**config.mk**
```make
export PLATFORM = sky130hd
export DESIGN_NAME = signed_int_to_decimal_ascii
export DESIGN_NICKNAME = d
export VERILOG_FILES = /design/src/sv/itoa_pkg.sv /design/src/sv/itoa_dd_unit.sv /design/src/sv/signed_int_to_decimal_ascii.sv
export VERILOG_INCLUDE_DIRS = /design/src /design/src/sv
export SDC_FILE = /design/constraint.sdc
export NUM_CORES = 1
export LEC_CHECK = 0
export ABC_AREA = 1
export BUFFER_PORTS_ARGS = -buffer_cell sky130_fd_sc_hd__clkbuf_2
export CELL_PAD_IN_SITES_DETAIL_PLACEMENT = 1
export CELL_PAD_IN_SITES_GLOBAL_PLACEMENT = 1
export CORE_ASPECT_RATIO = 1.1
export CORE_UTILIZATION = 41
export CTS_BUF_LIST = sky130_fd_sc_hd__clkbuf_8 sky130_fd_sc_hd__clkbuf_16
export DETAILED_ROUTE_END_ITERATION = 8
export PLACE_DENSITY = 0.84
export RECOVER_POWER = 50
export SLEW_MARGIN = 5
export SYNTH_ARGS = -nofsm -noshare
export SYNTH_HDL_FRONTEND = slang
export SYNTH_SLANG_ARGS = --single-unit
export TNS_END_PERCENT = 1
```
**constraint.sdc**
```tcl
create_clock -name clk -period 6.5 [get_ports clk]
set_input_delay 0.975 -clock clk [delete_from_list [all_inputs] [get_ports clk]]
set_output_delay 0.975 -clock clk [all_outputs]
set_load 0.05 [all_outputs]
```
**src/sv/assert_macros.svh**
```systemverilog
// assertion helpers for the rtl
`ifndef ASSERT_MACROS_SVH
`define ASSERT_MACROS_SVH

// consequent must hold in the same cycle as the antecedent
`define ASSERT_SAME(label, clk, rst, ante, cons) \
  label: assert property (@(posedge clk) disable iff (rst) (ante) |-> (cons)) \
    else $error("assertion failed");

// consequent must hold in the cycle after the antecedent
`define ASSERT_NEXT(label, clk, rst, ante, cons) \
  label: assert property (@(posedge clk) disable iff (rst) (ante) |=> (cons)) \
    else $error("assertion failed");

`endif

```
**src/sv/itoa_pkg.sv**
```systemverilog
`default_nettype none
package itoa_pkg;

  localparam int VALUE_W    = 32;
  localparam int NUM_DIGITS = 10;
  localparam int DIGIT_W    = 4;
  localparam int CNT_W      = $clog2(VALUE_W);
  localparam int IDX_W      = $clog2(NUM_DIGITS);
  localparam int POS_W      = 4;

  localparam logic [7:0] ASCII_ZERO  = 8'd48;
  localparam logic [7:0] ASCII_MINUS = 8'd45;

  typedef logic [NUM_DIGITS-1:0][DIGIT_W-1:0] bcd_t;

endpackage
`default_nettype wire

```
**src/sv/itoa_dd_unit.sv**
```systemverilog
`default_nettype none
module itoa_dd_unit (
  input  wire itoa_pkg::bcd_t bcd_in,
  input  wire logic           bit_in,
  output itoa_pkg::bcd_t      bcd_out
);

  localparam int BCD_W = itoa_pkg::NUM_DIGITS * itoa_pkg::DIGIT_W;

  itoa_pkg::bcd_t   adj;
  logic [BCD_W-1:0] adj_bits;

  // add 3 to every digit of 5 or more, then shift in the next binary bit
  always_comb begin
    for (int i = 0; i < itoa_pkg::NUM_DIGITS; i++) begin
      if (bcd_in[i] >= 4'd5) begin
        adj[i] = bcd_in[i] + 4'd3;
      end else begin
        adj[i] = bcd_in[i];
      end
    end
  end

  assign adj_bits = adj;
  assign bcd_out  = {adj_bits[BCD_W-2:0], bit_in};

endmodule
`default_nettype wire

```
**src/sv/signed_int_to_decimal_ascii.sv**
```systemverilog
`default_nettype none
`include "assert_macros.svh"
// Converts one signed 32-bit integer into its decimal ASCII text, most
// significant character first, with a leading '-' for negative values and no
// leading zeros. A transaction is taken when start is high while busy is low;
// busy then stays high until the final character has been sent. Each character
// appears for exactly one cycle with strobe high, and the receiver cannot stall
// it. After the accepting edge, busy stays high while the shared shift-add-3
// unit shifts in the magnitude (one binary bit per cycle), while leading zeros
// are scanned past, and while the characters (digits plus the sign) are sent
// back to back. The next transaction can be accepted once busy has fallen,
// in the idle state that follows the last character.
module signed_int_to_decimal_ascii (
  input  wire logic                clk,
  input  wire logic                rst,
  input  wire logic                start,
  input  wire logic signed [31:0]  value,
  output logic                     busy,
  output logic                     strobe,
  output logic [7:0]               char_code,
  output logic [3:0]               char_pos,
  output logic                     last_char
);

  typedef enum logic [4:0] {
    S_IDLE = 5'b00001,
    S_CONV = 5'b00010,
    S_SKIP = 5'b00100,
    S_SIGN = 5'b01000,
    S_EMIT = 5'b10000
  } state_t;

  state_t                          state;
  logic [itoa_pkg::VALUE_W-1:0]    bin;
  itoa_pkg::bcd_t                  bcd;
  itoa_pkg::bcd_t                  bcd_next;
  logic                            neg;
  logic [itoa_pkg::CNT_W-1:0]      cnt;
  logic [itoa_pkg::IDX_W-1:0]      dig_idx;
  logic [itoa_pkg::POS_W-1:0]      pos;
  logic [itoa_pkg::DIGIT_W-1:0]    cur_digit;
  logic [itoa_pkg::VALUE_W-1:0]    mag;

  itoa_dd_unit u_dd (
    .bcd_in  (bcd),
    .bit_in  (bin[itoa_pkg::VALUE_W-1]),
    .bcd_out (bcd_next)
  );

  assign mag       = value[31] ? (~$unsigned(value) + 32'd1) : $unsigned(value);
  assign cur_digit = bcd[dig_idx];

  always_ff @(posedge clk) begin
    if (rst) begin
      state   <= S_IDLE;
      cnt     <= '0;
      dig_idx <= '0;
      pos     <= '0;
    end else begin
      unique case (state)
        S_IDLE: begin
          if (start) begin
            bin   <= mag;
            bcd   <= '0;
            neg   <= value[31];
            cnt   <= '0;
            state <= S_CONV;
          end
        end
        S_CONV: begin
          bcd <= bcd_next;
          bin <= {bin[itoa_pkg::VALUE_W-2:0], 1'b0};
          cnt <= cnt + 1'b1;
          if (cnt == itoa_pkg::CNT_W'(itoa_pkg::VALUE_W - 1)) begin
            dig_idx <= itoa_pkg::IDX_W'(itoa_pkg::NUM_DIGITS - 1);
            state   <= S_SKIP;
          end
        end
        S_SKIP: begin
          pos <= '0;
          if (cur_digit == '0 && dig_idx != '0) begin
            dig_idx <= dig_idx - 1'b1;
          end else if (neg) begin
            state <= S_SIGN;
          end else begin
            state <= S_EMIT;
          end
        end
        S_SIGN: begin
          pos   <= pos + 1'b1;
          state <= S_EMIT;
        end
        S_EMIT: begin
          pos <= pos + 1'b1;
          if (dig_idx == '0) begin
            state <= S_IDLE;
          end else begin
            dig_idx <= dig_idx - 1'b1;
          end
        end
        default: begin
          state <= S_IDLE;
        end
      endcase
    end
  end

  assign busy      = (state != S_IDLE);
  assign strobe    = (state == S_SIGN) || (state == S_EMIT);
  assign char_code = (state == S_SIGN) ? itoa_pkg::ASCII_MINUS
                                       : (itoa_pkg::ASCII_ZERO | {4'd0, cur_digit});
  assign char_pos  = pos;
  assign last_char = (state == S_EMIT) && (dig_idx == '0);

  `ASSERT_SAME(a_strobe_busy, clk, rst, strobe, busy)
  `ASSERT_NEXT(a_last_idle, clk, rst, strobe && last_char, !busy)
  `ASSERT_NEXT(a_chars_contiguous, clk, rst, strobe && !last_char, strobe)
  `ASSERT_SAME(a_minus_first, clk, rst, strobe && char_code == itoa_pkg::ASCII_MINUS, char_pos == '0)
  `ASSERT_NEXT(a_accept_busy, clk, rst, start && !busy, busy && !strobe)

endmodule
`default_nettype wire

```
# Word-level counts from Yosys, hierarchy flattened
# Cells that the tools add are included.
[totals]
wordCells = 102
regBits = 91
inputBits = 35
out_inout_bits = 15
[op_classes]
n_mux = 31
n_eq_ne = 13
bitwise = 2
magnitude_cmp = 11
reduce_logical = 15
add_sub_neg = 14
[op_table]
columns = ["cell", "n"]
rows = [
  ["40-bit case mux with 2 select lines", 1],
  ["32-bit two-way mux", 2],
  ["32-bit case mux with 2 select lines", 1],
  ["4-bit two-way mux", 13],
  ["4-bit by 3-bit greater-or-equal comparator with 1-bit output, second input constant", 10],
  ["40-bit two-way mux", 1],
  ["4-bit by 2-bit adder with 4-bit output, second input constant", 9],
  ["5-bit two-way mux", 7],
  ["32-bit by 1-bit adder with 32-bit output, second input constant", 1],
  ["32-bit inverter", 1],
  ["5-bit case mux with 5 select lines", 1],
  ["4-bit binary-select mux with 4-bit select", 1],
  ["2-bit inequality test, second input constant", 6],
  ["4-bit case mux with 3 select lines", 1],
  ["5-bit == test, second input constant", 2],
  ["5-bit case mux with 2 select lines", 1],
  ["4-bit zero test", 2],
  ["4-bit case mux with 2 select lines", 1],
  ["4-bit AND reduction", 2],
  ["3-bit AND reduction", 2],
  ["5-bit by 1-bit adder with 5-bit output, second input constant", 1],
  ["5-bit by 1-bit == test with 1-bit output, second input constant", 1],
  ["5-bit by 2-bit == test with 1-bit output, second input constant", 1],
  ["5-bit by 3-bit == test with 1-bit output, second input constant", 1],
  ["other kinds (15)", 17],
]

# Longest topological paths before layout
# Gate-level depths: netlist of run 1.
[depth]
word_depth = 6
mapped_depth = 14
depth_no_buf = 13

# Cells and area by module
# A second synthesis of run 1 with hierarchy kept.
[unflattened]
hier_cells = 887
hier_area_um2 = 6406.1
[by_module_without_submodules]
columns = ["mod", "area_per_inst_um2", "n_inst", "cells_per_inst", "seq_area_each_um2"]
rows = [
  ["signed_int_to_decimal_ascii", 5265.0, 1, 675, 2552.4],
  ["itoa_dd_unit", 1141.1, 1, 212, 0.0],
]

# Worst setup path before layout of run 1
# Ideal clock, no wire load.
[synth_path]
path_kind = "register -> register"
start = "register state[4]"
end = "register bcd[0] (netlist bit), enable pin"
path_stages_with_launch = 8
setup_ns = 0.502
path_slack_ns = 1.489
n_path_buf = 0
arrival_ns = 4.509
period_less_slack_ns = 5.011
required_time_ns = 5.998
path_cell_list = "dfxtp_1 > inv_1 > nand4_1 > inv_1 > nand2_1 > nand2_1 > inv_1 > nor2_1"
[synth_via]
elab_chain_cells = 3
word_cells_on_any_way = 5
classes_between = "3 x eq/ne; 2 x reduce/logical"
[synth_lines]
columns = ["element", "line", "rtl"]
rows = [
  ["from (decl)", "signed_int_to_decimal_ascii.sv:33", "state_t state;"],
  ["from (signal assigned)", "signed_int_to_decimal_ascii.sv:55", "state <= S_IDLE;"],
  ["from (signal assigned)", "signed_int_to_decimal_ascii.sv:67", "state <= S_CONV;"],
  ["from (signal assigned)", "signed_int_to_decimal_ascii.sv:76", "state <= S_SKIP;"],
  ["5-bit by 1-bit == test with 1-bit output / 5-bit by 2-bit == test with 1-bit output (equally long branches)", "signed_int_to_decimal_ascii.sv:60", "unique case (state)"],
  ["2-bit inequality test (no source line) / 2-bit nonzero test (equally long branches)", "n/a", ""],
  ["3-bit AND reduction (no source line) (*)", "n/a", ""],
  ["to (signal assigned)", "signed_int_to_decimal_ascii.sv:71", "bcd <= bcd_next;"],
  ["to (decl)", "signed_int_to_decimal_ascii.sv:35", "itoa_pkg::bcd_t bcd;"],
]
# Mark *: on every way between the ends. The rest lies on a longest branch, timed or not.
# A chain may end at the register's enable or synchronous reset.

# Worst setup path after layout of run 1
[layout_path]
start = "register dig_idx[0] (netlist bit)"
end = "output port char_code[1]"
[layout_via]
elab_chain_cells = 3
[layout_lines]
columns = ["element", "line", "rtl"]
rows = [
  ["from (decl)", "signed_int_to_decimal_ascii.sv:39", "logic [itoa_pkg::IDX_W-1:0] dig_idx;"],
  ["from (signal assigned)", "signed_int_to_decimal_ascii.sv:75", "dig_idx <= itoa_pkg::IDX_W'(itoa_pkg::NUM_DIGITS - 1);"],
  ["from (signal assigned)", "signed_int_to_decimal_ascii.sv:82", "dig_idx <= dig_idx - 1'b1;"],
  ["from (signal assigned)", "signed_int_to_decimal_ascii.sv:98", "dig_idx <= dig_idx - 1'b1;"],
  ["4-bit binary-select mux with 4-bit select", "signed_int_to_decimal_ascii.sv:51", "assign cur_digit = bcd[dig_idx];"],
  ["4-bit two-way mux (not written as such)", "signed_int_to_decimal_ascii.sv:51", ""],
  ["5-bit two-way mux", "signed_int_to_decimal_ascii.sv:110", "assign char_code = (state == S_SIGN) ? itoa_pkg::ASCII_MINUS"],
  ["to (decl)", "signed_int_to_decimal_ascii.sv:20", "output logic [7:0] char_code,"],
]
# No other way between the ends. The select of a mux whose other input is x is not followed.

==> results of run 1 <==
[metrics by stage]
| step | util, % | worst slack, ps | instance area, µm² |
|---|---|---|---|
| 2_1_floorplan | - | 1489 | 5881 |
| 3_3_place_gp | 44.69 | 3215 | 6215 |
| 3_5_place_dp | 44.69 | 3047 | 6215 |
| 4_1_cts | 46.97 | 3036 | 6533 |
| 5_1_grt | 46.84 | 2399 | 6514 |
| 6_report | 46.84 | 2817 | 6514 |
[cell usage in the layout, fill, tap and decap left out, types with 2 or more instances in the layout]
master	netlist	routed
nor2_2	4	4
inv_2	4	2
o211ai_1	3	3
nor3_1	24	24
o21ai_1	4	2
nor2_4	2	3
nor2_1	98	97
clkbuf_1	10	8
o31ai_1	3	3
xor2_1	22	22
nand2_1	165	166
nand4_1	14	15
ha_1	26	26
o21ai_0	63	65
or2_2	2	2
conb_1	2	3
clkbuf_16	0	11
edfxtp_1	73	73
nand3_1	42	42
inv_1	91	94
clkbuf_2	0	38
a31oi_1	3	3
xnor2_1	6	6
dfxtp_1	18	18
a21oi_1	41	41
a211oi_1	2	2
[routing by layer]
layer,routed length [µm],track usage (%),part of all wire [%],vias up
li1,-,-,-,2552
met1,6600,25.62,44,2453
met2,7710,39.60,52,75
met3,345,3.178,2.3,17
met4,207,7.240,1.4,0
met5,0,0,0,-
[worst min-delay path by stage]
| stage | cells past startpoint | end | slack, ps | start |
|---|---|---|---|---|
| floorplan | 2 | cnt[3] | 440 | cnt[3] |
| global placement | 2 | cnt[4] | 450 | cnt[4] |
| detailed placement | 2 | cnt[3] | 460 | cnt[3] |
| CTS | 2 | cnt[4] | 480 | cnt[4] |
| global route | 2 | cnt[4] | 500 | cnt[4] |
| finish | 2 | cnt[4] | 480 | cnt[4] |
[sequential cells by signal, indices dropped and copies added, names as in the netlist]
register / flops
bcd: 40
bin: 32
char_pos: 4
cnt: 5
dig_idx: 4
neg: 1
state: 5
[worst max-delay path, stage by stage (launching register included)]
cell,delay (ps)
dfxtp_1,880
inv_1,470
nand2_1,170
nand3_1,90
o21ai_0,120
nand2_1,80
nand3_1,120
nand2_1,80
inv_1,70
clkbuf_2,270
[cell type report]
type	instances	area, µm²	share of cell area, %
clock buffer	12	289.0	4.437
clock inverter	4	28.78	0.4418
inverter	97	366.6	5.628
multi-input combinational	541	2814	43.20
sequential	91	2552	39.19
tap	188	235.2	3.611
timing repair buffer	47	227.7	3.496
[Yosys cell counts (2+ instances only)]
library cell,instances
xnor2_1,6
o21ai_0,63
clkbuf_1,10
nand2_1,165
a211oi_1,2
a31oi_1,3
nor3_1,24
nor2_1,98
xor2_1,22
buf_1,4
o31ai_1,3
nor2_4,2
edfxtp_1,73
inv_1,91
dfxtp_1,18
nand4_1,14
buf_2,3
conb_1,2
a21oi_1,41
o211ai_1,3
nand2_2,2
nor2_2,4
o21ai_1,4
buf_4,3
nand3_1,42
inv_2,4
buf_6,5
ha_1,26
or2_2,2
[report_power, final]
group | total, µW | leakage (µW) | internal [µW] | switching, µW
Sequential | 756 | 0.000832 | 709 | 47.5
Clock | 549 | 0.000157 | 317 | 232
Combinational | 438 | 0.00179 | 124 | 314
Total | 1740 | 0.00278 | 1150 | 593
[logic make-up (layout without fill, tap and decap cells)]
kind of cell / count (synthesis) / count (layout) / synth area share [%]
flip-flops: 91 / 91 / 43.43
AO/OA/AOI/OAI: 124 / 124 / 11.52
other: 2 / 3 / 0.1278
buffers and inverters: 122 / 160 / 8.729
AND/OR/NAND/NOR: 360 / 360 / 26.48
XOR/XNOR: 28 / 28 / 4.173
adder cells (fa/ha/maj): 26 / 26 / 5.535
==> flow_metrics.py, run 1 <==
metrics = {
    "finish": {
        "syn2layout_area_growth_pct": 10.84,
        "layout.nets": 848,
        "final_cells": 980,
        "nFillCells": 1744,
        "drive_gt1_share_pct": 9.217,
        "diodes": 0,
    },
    "logic_synthesis": {
        "syn_area_per_cell_um2": 7.805,
        "async_reset_ff_share_pct": 0,
        "ys_seq_elements": 91,
        "yosysUniqueCellTypes": 43,
        "synth_top_area_share_pct": 37.30,
        "syn-cell-area_um2": 5877,
        "synth.top_cells.by_area": "edfxtp_1 37%, nand2_1 11%, nor2_1 6.3%",
        "yosysWarnings": 0,
        "seq_area_frac_synth_pct": 43.43,
        "yosys_most_used_dff": "edfxtp_1",
        "postSynthCellCount": 753,
        "synth-edff-count": 73,
        "synth_area_leader_cell": "edfxtp_1",
    },
    "floorplanning": {
        "die-height_um": 127.6,
        "core_um2": 13910,
        "rows": 45,
        "start_util_pct": 42.26,
        "die_w_um": 116.2,
        "die_area_um2": 14820,
        "top_level_ports": 50,
    },
    "timing": {
        "fin_hold_ws_ps": 477.0,
        "drv_slew": 73,
        "max_freq_mhz": 271.5,
        "final_hold_viol_count": 0,
        "grt_setup_unrepaired": "no",
        "fin_crit_ps": 3683,
        "tightest_slew_ps": 1911,
        "min_period_over_period_pct": 56.67,
        "finClkSkew_ps": 8.020,
        "slew_headroom_pct": -27.55,
        "tns_ps": 0,
        "setup_violations": 0,
    },
    "critical_path": {
        "critical_path.max_fanout": 26,
        "r2r_slack_ps": 2960,
        "end_kind": "primary output",
        "r2r-start": "state[3]",
        "crit_arrival_ps": 2710,
        "endpoint": "char_code[1]",
        "critical_path_required_ps": 5520,
        "reg2reg_to": "bcd[26]",
        "startpoint": "dig_idx[0]",
        "worstRegToRegCells": 5,
        "crit_type": "reg2out",
        "cp-start-kind": "flop",
    },
    "place": {
        "dp_hpwl_mm": 10.77,
        "place_congestion": 0.7954,
        "port_buffers": 46,
        "dp.cells": 964,
    },
    "min_path": {
        "hold_class": "reg2reg",
    },
    "routing": {
        "drc": 0,
        "dr.first_iter.drc_count": 246,
        "wl_per_cell_um": 15.17,
        "firstDrtPassIters": 4,
        "routed_wl_mm": 14.86,
        "vias": 5097,
        "antenna_left": 0,
        "avgViaCountPerCell": 5.201,
    },
    "run": {
        "drv_cap": 1,
    },
    "clock_tree": {
        "clkSinkCount": 91,
        "cts_resized": 0,
        "clockBufferDepth": 2,
        "cts-root-buf": "clkbuf_16",
        "cts_hold_buf": 0,
        "numCtsBuffers": 9,
        "htree_num_levels": 3,
        "cts_tree": "done",
        "cts_setup_buffers": 0,
        "worstSkewPairLatency_ps": 350,
        "clkTransAtPathRegs_ps": 60,
    },
    "global_routing": {
        "grt_max_degree": 73,
        "track_usage_pct": 21.67,
        "grt_pass1_vias": 5522,
        "grt_pass1_wl_mm": 25.25,
        "grt_antenna_before_repair": 0,
        "overflow": 0,
    },
    "status": {
        "status": "complete, but fails checks",
        "violations": "max-capacitance violations, max-slew violations",
    },
    "pwr": {
        "p_leak_uw": 0.002784,
        "power.total_uw": 1743,
        "ir_drop_v": 0.0001293,
        "power_density_nw_per_um2": 267.6,
    },
}
Note: power is estimated with default switching activity, not from simulation.
==> run 2: changes to the inputs <==
==> constraint.sdc (replaced) <==
create_clock -name clk -period 3.6 [get_ports clk]
set_input_delay 0.54 -clock clk [delete_from_list [all_inputs] [get_ports clk]]
set_output_delay 0.54 -clock clk [all_outputs]
set_load 0.05 [all_outputs]
==> run 2 against run 1 <==
Compared with the run above: the run now ends clean; sequential power grew 80%; cell count grew 0.41%; count of clock-buffer cells in the layout shrank 3; combinational power grew 84%; setup slack lost 2200 ps; sequential share of layout area grew 0.14 points; worst hold slack gained 3.3 ps; design area shrank 0.37%; clock skew shrank 2.1 ps; clock power grew 62%; sequential cell count is the same; highest routed layer unchanged.
==> flow_metrics.py, run 2 (synthesis results as in run 1) <==
metrics = {
    "routing": {
        "avgViaCountPerCell": 5.197,
        "firstDrtPassIters": 4,
        "vias": 5114,
        "routed_wl_mm": 15.29,
        "antenna_left": 0,
        "drc": 0,
        "wl_per_cell_um": 15.53,
        "dr.first_iter.drc_count": 247,
    },
    "timing": {
        "finClkSkew_ps": 5.970,
        "fin_ws_ps": 651.9,
        "max_freq_mhz": 339.2,
        "tns_ps": 0,
        "grt_setup_unrepaired": "no",
        "fin_crit_ps": 2948,
        "slew_headroom_pct": 21.46,
        "min_period_over_period_pct": 81.89,
        "drv_slew": 0,
        "final_hold_viol_count": 0,
        "tightest_slew_ps": 1178,
        "setup_violations": 0,
    },
    "clock_tree": {
        "clockBufferDepth": 2,
        "numCtsBuffers": 9,
        "htree_num_levels": 3,
        "clkTransAtPathRegs_ps": 70,
        "worstSkewPairLatency_ps": 360,
        "clkSinkCount": 91,
        "cts_tree": "done",
        "cts_hold_buf": 0,
        "cts_setup_buffers": 0,
        "cts_resized": 0,
        "cts-root-buf": "clkbuf_16",
    },
    "pwr": {
        "p_leak_uw": 0.002784,
        "power_density_nw_per_um2": 471.0,
        "power.internal_uw": 1973,
        "p_seq_share_pct": 44.5,
        "p_comb_share_pct": 26.3,
        "switchingPower_uw": 1084,
        "swShare_pct": 35.47,
        "ir_drop_v": 0.0002332,
        "p_clk_share_pct": 29.2,
    },
    "global_routing": {
        "track_usage_pct": 22.15,
        "grt_pass1_vias": 5436,
        "grt_pass1_wl_mm": 25.81,
        "grt_max_degree": 58,
        "overflow": 0,
        "grt_antenna_before_repair": 0,
    },
    "place": {
        "port_buffers": 46,
        "dp.cells": 968,
        "place_ws_ps": 1185,
        "dp_hpwl_mm": 11.31,
        "place_congestion": 0.8413,
    },
    "floorplanning": {
        "die-height_um": 127.6,
        "core_um2": 13910,
        "start_util_pct": 42.26,
        "top_level_ports": 50,
        "die_area_um2": 14820,
        "die_w_um": 116.2,
        "rows": 45,
    },
    "finish": {
        "top_register": "bcd",
        "nFillCells": 1784,
        "syn2layout_area_growth_pct": 10.43,
        "drive_gt1_share_pct": 9.925,
        "final_common_cell": "nand2_1",
        "largest_register_ffs": 40,
        "diodes": 0,
        "final_cells": 984,
        "final_core_util_pct": 46.67,
        "most-common-layout-cells": "165 x nand2_1, 97 x nor2_1, 92 x inv_1, 73 x edfxtp_1, 63 x o21ai_0",
        "layout.nets": 852,
        "top_regs": "bcd: 40 flops, bin: 32 flops",
    },
    "critical_path": {
        "end_kind": "flop",
        "cp-start-kind": "flop",
        "crit_path_cell_trace": "inv_1, nand4_1, inv_2, clkbuf_1, o21ai_0, a221oi_1",
        "crit_arrival_ps": 3210,
        "critical_path_required_ps": 3870,
        "critical_path.max_fanout": 35,
        "critPathMaxStageDelay_ps": 740,
        "crit_type": "reg2reg",
        "slowest_stage": "inv_2",
    },
    "run": {
        "drv_cap": 0,
    },
    "min_path": {
        "hold_class": "reg2reg",
    },
    "status": {
        "status": "finished clean",
    },
}
run 2: layout make-up:
| cell class | instances | area, µm² | area share (%) |
|---|---|---|---|
| Sequential cell | 91 | 2552 | 39.33 |
| Timing Repair Buffer | 51 | 265.3 | 4.087 |
| Multi-Input combinational cell | 541 | 2801 | 43.17 |
| Tap cell | 188 | 235.2 | 3.624 |
| Inverter | 97 | 366.6 | 5.649 |
| Clock buffer | 9 | 225.2 | 3.470 |
| Clock inverter | 7 | 43.79 | 0.6748 |
run 2: worst paths after layout:
check            from  endpoint  slack [ps]  cells after the start
max          state[4]    cnt[2]         650                      6
min            cnt[3]    cnt[3]         480                      2
max reg2reg  state[4]    cnt[2]         650                      6
min reg2reg    cnt[3]    cnt[3]         480                      2
run 2: metrics by stage:
step           hold WS [ps]  cell area [µm²]  power [µW]
2_1_floorplan         441.1             5888        1966
3_3_place_gp          452.7             6257        2137
3_5_place_dp          464.4             6257        2193
4_1_cts               477.7             6526        3085
5_1_grt               484.5             6490        3223
6_report              480.2             6490        3057
run 2: layer usage:
| layer | global-route usage (%) | vias to the layer above | share of wire (%) |
|---|---|---|---|
| met5 | 0 | - | 0 |
| met4 | 7.089 | 0 | 1.6 |
| met1 | 26.15 | 2464 | 43 |
| met2 | 40.86 | 70 | 53 |
| li1 | - | 2561 | - |
| met3 | 2.989 | 19 | 2.3 |
run 2: power by group through the flow:
| stage | Sequential (µW) | Combinational, µW | Clock, µW |
|---|---|---|---|
| 2_1_floorplan | 1350 | 612 | 0 |
| 3_3_place_gp | 1370 | 763 | 0 |
| 3_5_place_dp | 1380 | 810 | 0 |
| 4_1_cts | 1360 | 820 | 903 |
| 5_1_grt | 1370 | 904 | 946 |
| 6_report | 1360 | 805 | 891 |
run 2: critical path: cells and delay by family, from the launching register on:
kind | cells | cell delay (ps)
buffers and inverters | 3 | 1380
AO/OA/AOI/OAI | 2 | 470
AND/OR/NAND/NOR | 1 | 650
flip-flops | 1 | 350
